$ cat config.mk
export PLATFORM = sky130hd
export DESIGN_NAME = acu_ctrl
export DESIGN_NICKNAME = d
export VERILOG_FILES = /design/src/rtl/acu_pkg.sv /design/src/rtl/acu_ctrl.sv
export SDC_FILE = /design/constraint.sdc
export NUM_CORES = 1
export LEC_CHECK = 0
export BUFFER_PORTS_ARGS = -buffer_cell sky130_fd_sc_hd__buf_2
export CAP_MARGIN = 40
export CELL_PAD_IN_SITES_DETAIL_PLACEMENT = 1
export CELL_PAD_IN_SITES_GLOBAL_PLACEMENT = 1
export CORE_UTILIZATION = 38
export CTS_BUF_LIST = sky130_fd_sc_hd__clkbuf_2 sky130_fd_sc_hd__clkbuf_4 sky130_fd_sc_hd__clkbuf_8
export DETAILED_ROUTE_END_ITERATION = 7
export GPL_ROUTABILITY_DRIVEN = 0
export PLACE_DENSITY = 0.9
export SYNTH_ARGS = -nofsm -noshare
export SYNTH_HDL_FRONTEND = slang
export SYNTH_SLANG_ARGS = --single-unit
$ cat constraint.sdc
create_clock -name clk -period 2 [get_ports clk]
set_input_delay 0.3 -clock clk [delete_from_list [all_inputs] [get_ports clk]]
set_output_delay 0.3 -clock clk [all_outputs]
set_load 0.01 [all_outputs]
$ cat src/rtl/acu_pkg.sv
`timescale 1ns / 1ps
// ----------------------------------------------------------------------------
// acu_pkg: shared types and constants of the covariance update unit
// Command and status bundles between controller and datapath, state codes,
// operand selects and register reset values.
// ----------------------------------------------------------------------------
package acu_pkg;

	// default chain dimension and field widths
	localparam int DIMENSIONS_DEF = 4;
	localparam int IDX_W = 3;
	localparam int APB_AW = 3;
	localparam int DVD_W = 64;
	localparam int DVS_W = 33;

	// register reset values
	localparam logic [31:0] SCALE_RESET = 32'd92806;
	localparam logic [15:0] JITTER_RESET = 16'd1;

	// register index as taken from paddr[2]
	localparam logic REG_SCALE = 1'b0;
	localparam logic REG_JITTER = 1'b1;

	// multiplier operand selects
	typedef enum logic [2:0] {
		MUL_NONE,
		MUL_SE,
		MUL_D,
		MUL_LO,
		MUL_HI
	} mul_op_t;

	// divider dividend selects
	typedef enum logic [1:0] {
		DIV_PROD,
		DIV_SUM,
		DIV_COV
	} div_src_t;

	// controller states
	typedef enum logic [4:0] {
		S_IDLE,
		S_EXTRA_MUL,
		S_EXTRA_DIV,
		S_EXTRA_WAIT,
		S_MEAN_DIV,
		S_MEAN_WAIT,
		S_LOAD_DI,
		S_PROD_MUL,
		S_T_DIV,
		S_T_WAIT,
		S_LO_MUL,
		S_HI_MUL,
		S_DEC_DIV,
		S_DEC_WAIT,
		S_ADD_SC,
		S_COMBINE,
		S_UPDATE
	} ctrl_state_t;

	typedef struct packed {
		mul_op_t          mul_op;
		logic             div_start;
		div_src_t         div_src;
		logic             div_plus1;
		logic             extra_load;
		logic             d_we;
		logic             di_load;
		logic             scaled_load;
		logic             acc_sub_load;
		logic             acc_add_load;
		logic             out_load;
		logic             update;
		logic [IDX_W-1:0] row;
		logic [IDX_W-1:0] col;
	} cmd_t;

	typedef struct packed {
		logic div_done;
		logic sample_end;
		logic count_zero;
		logic out_free;
	} status_t;

endpackage

$ cat src/rtl/acu_ctrl.sv
`timescale 1ns / 1ps
// ----------------------------------------------------------------------------
// acu_ctrl: sequencer of the covariance update sweep
// Walks the jitter term, the per-coordinate means and the lower triangle,
// issuing multiplier, divider and store commands to the datapath.
// ----------------------------------------------------------------------------
module acu_ctrl
	import acu_pkg::*;
#(
	parameter int DIM = DIMENSIONS_DEF
) (
	input  logic    clk,
	input  logic    arst_n,
	input  status_t status,
	output cmd_t    cmd,
	output logic    s_tready
);

	localparam logic [IDX_W-1:0] LAST_IDX = IDX_W'(DIM - 1);

	ctrl_state_t      state_q;
	ctrl_state_t      state_d;
	logic [IDX_W-1:0] row_q;
	logic [IDX_W-1:0] row_d;
	logic [IDX_W-1:0] col_q;
	logic [IDX_W-1:0] col_d;

	// state and entry counters
	always_ff @(posedge clk or negedge arst_n) begin
		if (!arst_n) begin
			state_q <= S_IDLE;
			row_q   <= '0;
			col_q   <= '0;
		end else begin
			state_q <= state_d;
			row_q   <= row_d;
			col_q   <= col_d;
		end
	end

	// next state and commands
	always_comb begin
		state_d  = state_q;
		row_d    = row_q;
		col_d    = col_q;
		s_tready = 1'b0;
		cmd      = '0;
		cmd.mul_op  = MUL_NONE;
		cmd.div_src = DIV_PROD;
		cmd.row     = row_q;
		cmd.col     = col_q;
		case (state_q)
			S_IDLE: begin
				s_tready = 1'b1;
				if (status.sample_end) begin
					state_d = status.count_zero ? S_UPDATE : S_EXTRA_MUL;
				end
			end
			S_EXTRA_MUL: begin
				cmd.mul_op = MUL_SE;
				state_d    = S_EXTRA_DIV;
			end
			S_EXTRA_DIV: begin
				cmd.div_start = 1'b1;
				cmd.div_src   = DIV_PROD;
				state_d       = S_EXTRA_WAIT;
			end
			S_EXTRA_WAIT: begin
				if (status.div_done) begin
					cmd.extra_load = 1'b1;
					row_d          = '0;
					state_d        = S_MEAN_DIV;
				end
			end
			S_MEAN_DIV: begin
				cmd.div_start = 1'b1;
				cmd.div_src   = DIV_SUM;
				state_d       = S_MEAN_WAIT;
			end
			S_MEAN_WAIT: begin
				cmd.div_src = DIV_SUM;
				if (status.div_done) begin
					cmd.d_we = 1'b1;
					if (row_q == LAST_IDX) begin
						row_d   = '0;
						col_d   = '0;
						state_d = S_LOAD_DI;
					end else begin
						row_d   = row_q + 1'b1;
						state_d = S_MEAN_DIV;
					end
				end
			end
			S_LOAD_DI: begin
				cmd.di_load = 1'b1;
				state_d     = S_PROD_MUL;
			end
			S_PROD_MUL: begin
				cmd.mul_op = MUL_D;
				state_d    = S_T_DIV;
			end
			S_T_DIV: begin
				cmd.div_start = 1'b1;
				cmd.div_src   = DIV_PROD;
				cmd.div_plus1 = 1'b1;
				state_d       = S_T_WAIT;
			end
			S_T_WAIT: begin
				if (status.div_done) begin
					state_d = S_LO_MUL;
				end
			end
			S_LO_MUL: begin
				cmd.mul_op = MUL_LO;
				state_d    = S_HI_MUL;
			end
			S_HI_MUL: begin
				cmd.mul_op = MUL_HI;
				state_d    = S_DEC_DIV;
			end
			S_DEC_DIV: begin
				cmd.div_start   = 1'b1;
				cmd.div_src     = DIV_COV;
				cmd.scaled_load = 1'b1;
				state_d         = S_DEC_WAIT;
			end
			S_DEC_WAIT: begin
				if (status.div_done) begin
					cmd.acc_sub_load = 1'b1;
					state_d          = S_ADD_SC;
				end
			end
			S_ADD_SC: begin
				cmd.acc_add_load = 1'b1;
				state_d          = S_COMBINE;
			end
			S_COMBINE: begin
				if (status.out_free) begin
					cmd.out_load = 1'b1;
					if (col_q == row_q) begin
						col_d = '0;
						if (row_q == LAST_IDX) begin
							row_d   = '0;
							state_d = S_UPDATE;
						end else begin
							row_d   = row_q + 1'b1;
							state_d = S_LOAD_DI;
						end
					end else begin
						col_d   = col_q + 1'b1;
						state_d = S_LOAD_DI;
					end
				end
			end
			S_UPDATE: begin
				cmd.update = 1'b1;
				state_d    = S_IDLE;
			end
			default: begin
				state_d = S_IDLE;
			end
		endcase
	end

endmodule

==> out/qor.csv, run 1 <==
metric;value;unit
Worst Hold Class;input pin to flop;
net switching component of the power;0.871;mW
start of the worst register-to-register path;state_q[1];
Tot Pwr;1.85;mW
number of enable-type register cells in the synthesized netlist;0;
fill count;281;
worst slack, placed;0.0171;ns
number of different library cells in the post-synthesis netlist;46;
proportion of power drawn by combinational gates;67.7;%
drt initial violations;21;
quantity of I/O buffers inserted on ports;27;
switching fraction of total power;47.1;%
met1 routing resource usage after global routing;28.4;%
area of the die;2700;um2
internal cell power;0.977;mW
required time of the worst setup path;1.70;ns
final global-route overflow total;0;
insertion delay to the later sink of the worst-skew pair;0.28;ns
signed area change from the synthesized netlist to the final layout;30.5;%
Post-Synthesis Mean Instance Area;8.46;um2
startpoint of the tightest hold check path;status[1];
antenna diode count;0;
Post-synth ARST share;100;%
largest vdd supply drop;737;uV
Static Leakage;0.591;nW
type of the worst setup path;flop to output pin;
fraction of layout instances using a drive strength above 1;43.9;%
die outline height;51.9;um
placed insts;171;
CTS clk-pin slew, worst paths;0.07;ns
top post-synthesis cells by count;dfrtp_1, nor3_1, nor2_1;
Starting Density;41.6;%
Finished Core Util;54.3;%
global-route met3 utilization;3.80;%
Total Neg Setup Slack;0;ns
largest net degree at the start of global routing;12;
global-route wire length before repair;5040;um
largest fanout of any net on the critical path;8;
worst hold slack across all endpoints;0.350;ns
top-level I/O count;28;
final cell count without fillers;176;
portion of the clock cycle consumed by the worst path in the final layout;96.4;%
relative slew slack;73.1;%
Clock power frac;9.2;%
M2 GR Usage;47.6;%
prevailing post-synth register cell;dfrtp_1;
Maximum Capacitance Violations;0;
Critical Path AT;1.63;ns
Total Routing Usage GR;25.2;%
DRC viols;0;
root buffer selected by CTS;clkbuf_4;
number of global-route vias before repair;1085;
fin worst setup slack;0.0719;ns
gate count of the mapped netlist;112;
count of final hold-check violations;0;
Final Setup Violations;0;
power density over cell area;1490;nW/um2
post-CTS setup repair buffer count;0;
total vias in the final route;1025;
site row count;17;
number of warnings reported in the yosys synthesis log;0;
maximum operating frequency;0.519;GHz
critical path capture point type;output pin;
Num CTS Buffers;3;
estimated wirelength of the detail-placed design;2370;um
area of the placeable core;2280;um2
number of clock sinks;11;
share of total power in sequential cells;23.1;%
unrepaired setup endpoints after global routing;no;
skew final;0.00871;ns
area share of the largest cell type after synthesis;29.1;%
ranking of synthesized cells by area;dfrtp_1, nor3_1, mux2_2;
maximum clock path buffer count;2;
Die W;51.9;um
Synth Net Count;120;
net total in the final layout;157;
actual transition at the worst max-transition pin;0.401;ns
number of register bits inferred by synthesis;11;
launching element type of the critical path;flop;
routed wire length;2990;um
cell accounting for the most synthesized area;dfrtp_1;
Via density;5.82;
Wirelength per Cell;17.0;um
clock period minus final worst setup slack;1.93;ns
first-pass detailed-route iteration total;4;
cell area after synthesis;947;um2
outcome;finished clean;
Final Max Slew Viols;0;
Most Crowded Layer GR;met2;
start point of the critical path;state_q[3];
TritonCTS clock tree;done;
total number of H-tree levels;1;
Post-Layout Inst Area;1240;um2
sequential cell area fraction in the yosys report;29.1;%
antenna violations before repair;0;
count of nets left with antenna violations after detail routing;0;
area after detailed placement;1160;um2
[registers in the layout, summed over array words and instances, names as in the netlist]
| signal | cells |
|---|---|
| col_q | 3 |
| state_q | 5 |
| row_q | 3 |
[power by group through the flow]
stage                     Clock [mW]  Sequential [mW]  Combinational, mW
after detailed placement           0            0.416               1.21
after CTS                      0.173            0.414               1.22
final                          0.171            0.427               1.25
after global placement             0            0.405               1.15
after floorplan                    0            0.365              0.804
after global routing           0.180            0.441               1.37
[metal layers]
metal  vias up  part of all wire [%]
met2        37                    54
met5         -                     0
met3         5                   5.1
li1        485                     -
met4         0                   1.0
met1       498                    40
[critical path, cell delays in order, from the launching register on]
cell and delay (ns):
dfrtp_2 0.45, buf_4 0.17, or4_4 0.44, nor2_2 0.13
buf_2 0.14
[logic make-up (layout without fill, tap and decap cells)]
group | count (synthesis) | after routing | synth area share [%]
simple gates | 60 | 60 | 37.7
compound gates | 19 | 19 | 16.0
flops | 11 | 11 | 29.1
buf+inv | 11 | 47 | 5.28
xor+xnor | 5 | 5 | 4.62
mux | 4 | 4 | 4.76
fa+ha+maj | 2 | 2 | 2.64
[what timing repair did]
| item | CTS | global route |
|---|---|---|
| setup endpoints to repair | 3 | 6 |
| hold buffers | 1 | 0 |
| resized for setup | 3 | 8 |
| pin swaps | 0 | 0 |
| hold endpoints to repair | 11 | 0 |
[worst paths after layout]
check,endpoint,slack (ns),depth (start not counted)
setup / recovery,s_tready,0.07,4
hold / removal,state_q[4],0.35,3
setup reg to reg,row_q[0],0.10,5
hold reg to reg,row_q[2],0.59,1
max in group asynchronous,state_q[0],1.35,2
min in group asynchronous,col_q[1],0.42,2
[placed cells by master (no fill, tap or decap), types with 5 or more instances in the layout]
cell and instances:
and3_1 5, dfrtp_1 7, nor2_1 9, buf_2 27
inv_1 5, xnor2_1 5, nor3_1 8, buf_4 10
nand2_1 7
[layout make-up]
class / instances / area, um2 / area share (%)
Multi-Input combinational cell: 90 / 652 / 52.7
Sequential cell: 11 / 280 / 22.7
Timing Repair Buffer: 38 / 220 / 17.8
Tap cell: 28 / 35.0 / 2.83
Clock buffer: 4 / 30.0 / 2.43
Inverter: 5 / 18.8 / 1.52
No activity file was read; power rests on OpenSTA's default activity.
==> run 2: changes to the inputs <==
--- a/config.mk
+++ b/config.mk
@@ -9,6 +9,7 @@
 export CAP_MARGIN = 40
 export CELL_PAD_IN_SITES_DETAIL_PLACEMENT = 1
 export CELL_PAD_IN_SITES_GLOBAL_PLACEMENT = 1
+export CORE_ASPECT_RATIO = 0.8
 export CORE_UTILIZATION = 38
 export CTS_BUF_LIST = sky130_fd_sc_hd__clkbuf_2 sky130_fd_sc_hd__clkbuf_4 sky130_fd_sc_hd__clkbuf_8
 export DETAILED_ROUTE_END_ITERATION = 7
==> run 2 against run 1 <==
  * The run now ends with DRC left
  * Sequential power down 5.9%
  * Global-route usage is 4.5 points higher
  * Total power increased by 7.1%
  * Flip-flop and latch count did not move
  * Sequential share of layout area is 0.70 points lower
  * Highest routed layer unchanged
==> out/qor.csv, run 2 (synthesis gave the netlist of run 1 again) <==
metric;value;unit;change
outcome;finished, violations left;;was finished clean
violated checks;DRC;;
Critical Path AT;1.67;ns;was 1.63 ns
Num CTS Buffers;3;;unchanged
Total Neg Setup Slack;0;ns;unchanged
Final Setup Violations;0;;unchanged
relative slew slack;70.7;%;was 73.1%
die outline height;46.7;um;was 51.9 um
worst hold slack across all endpoints;0.323;ns;was 0.350 ns
DRC viols;1;;was 0
total vias in the final route;1121;;was 1,025
power density over cell area;1560;nW/um2;was 1490 nW/um2
Static Leakage;0.619;nW;was 0.591 nW
total number of H-tree levels;1;;unchanged
flip-flop and latch area;279;um2;was 280 um2
Starting Density;42.1;%;was 41.6%
sum of met2 wire segment lengths after detailed routing;1900;um;was 1600 um
launching element type of the critical path;flop;;unchanged
type of the worst setup path;flop to output pin;;unchanged
Maximum Capacitance Violations;0;;unchanged
count of final hold-check violations;0;;unchanged
commonest cells after routing, fill and taps aside;buf_2, buf_4, nor3_1;;was buf_2, buf_4, nor2_1
required time of the worst setup path;1.70;ns;about the same
Wirelength per Cell;21.9;um;was 17.0 um
first-pass detailed-route iteration total;6;;was 4
maximum clock path buffer count;2;;unchanged
final global-route overflow total;0;;unchanged
commonest non-fill, non-tap cell in the layout;buf_2;;unchanged
critical path capture point type;output pin;;unchanged
routed wire length;3900;um;was 2990 um
fraction of layout instances using a drive strength above 1;43.1;%;was 43.9%
unrepaired setup endpoints after global routing;yes;;was no
largest vdd supply drop;601;uV;was 737 uV
portion of the clock cycle consumed by the worst path in the final layout;98.4;%;was 96.4%
flip-flop count of the largest register, all copies and words added;5;;unchanged
TritonCTS clock tree;done;;unchanged
root buffer selected by CTS;clkbuf_4;;unchanged
count of nets left with antenna violations after detail routing;0;;unchanged
antenna diode count;0;;unchanged
number of clock sinks;11;;unchanged
insertion delay to the later sink of the worst-skew pair;0.27;ns;was 0.28 ns
Total Routing Usage GR;29.7;%;was 25.2%
antenna violations before repair;0;;unchanged
Via density;6.30;;was 5.82
number of global-route vias before repair;1155;;was 1,085
largest net degree at the start of global routing;12;;unchanged
detailed-routing wirelength on met1;1640;um;was 1200 um
CTS clk-pin slew, worst paths;0.07;ns;about the same
estimated wirelength of the detail-placed design;2630;um;was 2370 um
skew final;0.00587;ns;was 0.00871 ns
quantity of I/O buffers inserted on ports;27;;unchanged
area of the placeable core;2250;um2;was 2280 um2
area of the die;2700;um2;about the same
placed insts;170;;was 171
final cell count without fillers;178;;was 176
actual transition at the worst max-transition pin;0.437;ns;was 0.401 ns
signed area change from the synthesized netlist to the final layout;34.1;%;was 30.5%
top-level I/O count;28;;unchanged
multi-input logic area;641;um2;was 652 um2
register bank with the most flops;state_q;;unchanged
Die W;57.8;um;was 51.9 um
registers with the most flip-flops;state_q (5), col_q (3), row_q (3);;unchanged
global-route wire length before repair;5880;um;was 5040 um
routed wire length on met3;278;um;was 152 um
Worst Hold Class;input pin to flop;;unchanged
site row count;15;;was 17
clock period minus final worst setup slack;1.97;ns;was 1.93 ns
Final Max Slew Viols;0;;unchanged
largest fanout of any net on the critical path;5;;was 8
net total in the final layout;162;;was 157
maximum operating frequency;0.508;GHz;was 0.519 GHz
drt initial violations;39;;was 21
highest routed metal layer;met4;;unchanged
fill count;282;;was 281
reg-to-reg slack, setup;0.05;ns;was 0.10 ns
-- run 2: changes by cell type in the layout (fill, tap and decap cells not counted), sizes merged --
| cell | delta |
|---|---|
| buf | +5 |
-- run 2: worst max-delay path, cell delays in order, from the launching register on --
cell     delay [ns]
dfrtp_2        0.44
buf_4          0.16
or4_4          0.55
nor2_1         0.11
buf_2          0.14
-- run 2: cell type report --
type                            count  share of cell area, %
Multi-Input combinational cell     90                   50.4
Sequential cell                    11                   22.0
Timing Repair Buffer               43                   21.3
Tap cell                           25                   2.46
Clock buffer                        4                   2.36
Inverter                            5                   1.48
-- run 2: timing repair --
| item | 4_1_cts | 5_1_grt |
|---|---|---|
| endpoints found under the hold margin | 11 | 0 |
| setup buffers | 3 | 0 |
| resized for setup | 4 | 4 |
| hold buffers | 1 | 0 |
| setup endpoints to repair | 2 | 8 |
| pin swaps | 0 | 1 |
-- run 2: final timing paths --
check / startpoint / endpoint / cells past startpoint
max in group asynchronous: arst_n / state_q[2] / 2
min in group asynchronous: arst_n / col_q[0] / 2
setup / recovery: state_q[1] / cmd[6] / 4
hold / removal: status[1] / state_q[4] / 3
setup reg to reg: state_q[1] / state_q[0] / 5
hold reg to reg: row_q[1] / row_q[1] / 1
-- run 2: where the power goes --
part,internal (mW),switching (mW),total [mW]
Combinational,0.642,0.762,1.40
Clock,0.0907,0.0821,0.173
Sequential,0.294,0.108,0.402
-- run 2: per-stage QoR --
step	total power, mW	utilization [%]	area, um2	worst slack [ns]
4_1_cts	1.91	55.8	1260	0.00312
5_1_grt	2.08	56.4	1270	-0.0288
2_1_floorplan	1.17	-	947	0.162
3_5_place_dp	1.63	52.1	1170	0.0447
3_3_place_gp	1.54	52.1	1170	0.161
6_report	1.98	56.4	1270	0.0319
-- run 2: layer usage --
metal  up-vias  GRT usage, %
li1        492             -
met1       554          38.9
met2        65          46.0
met3        10          8.71
met4         0          12.4
met5         -             0
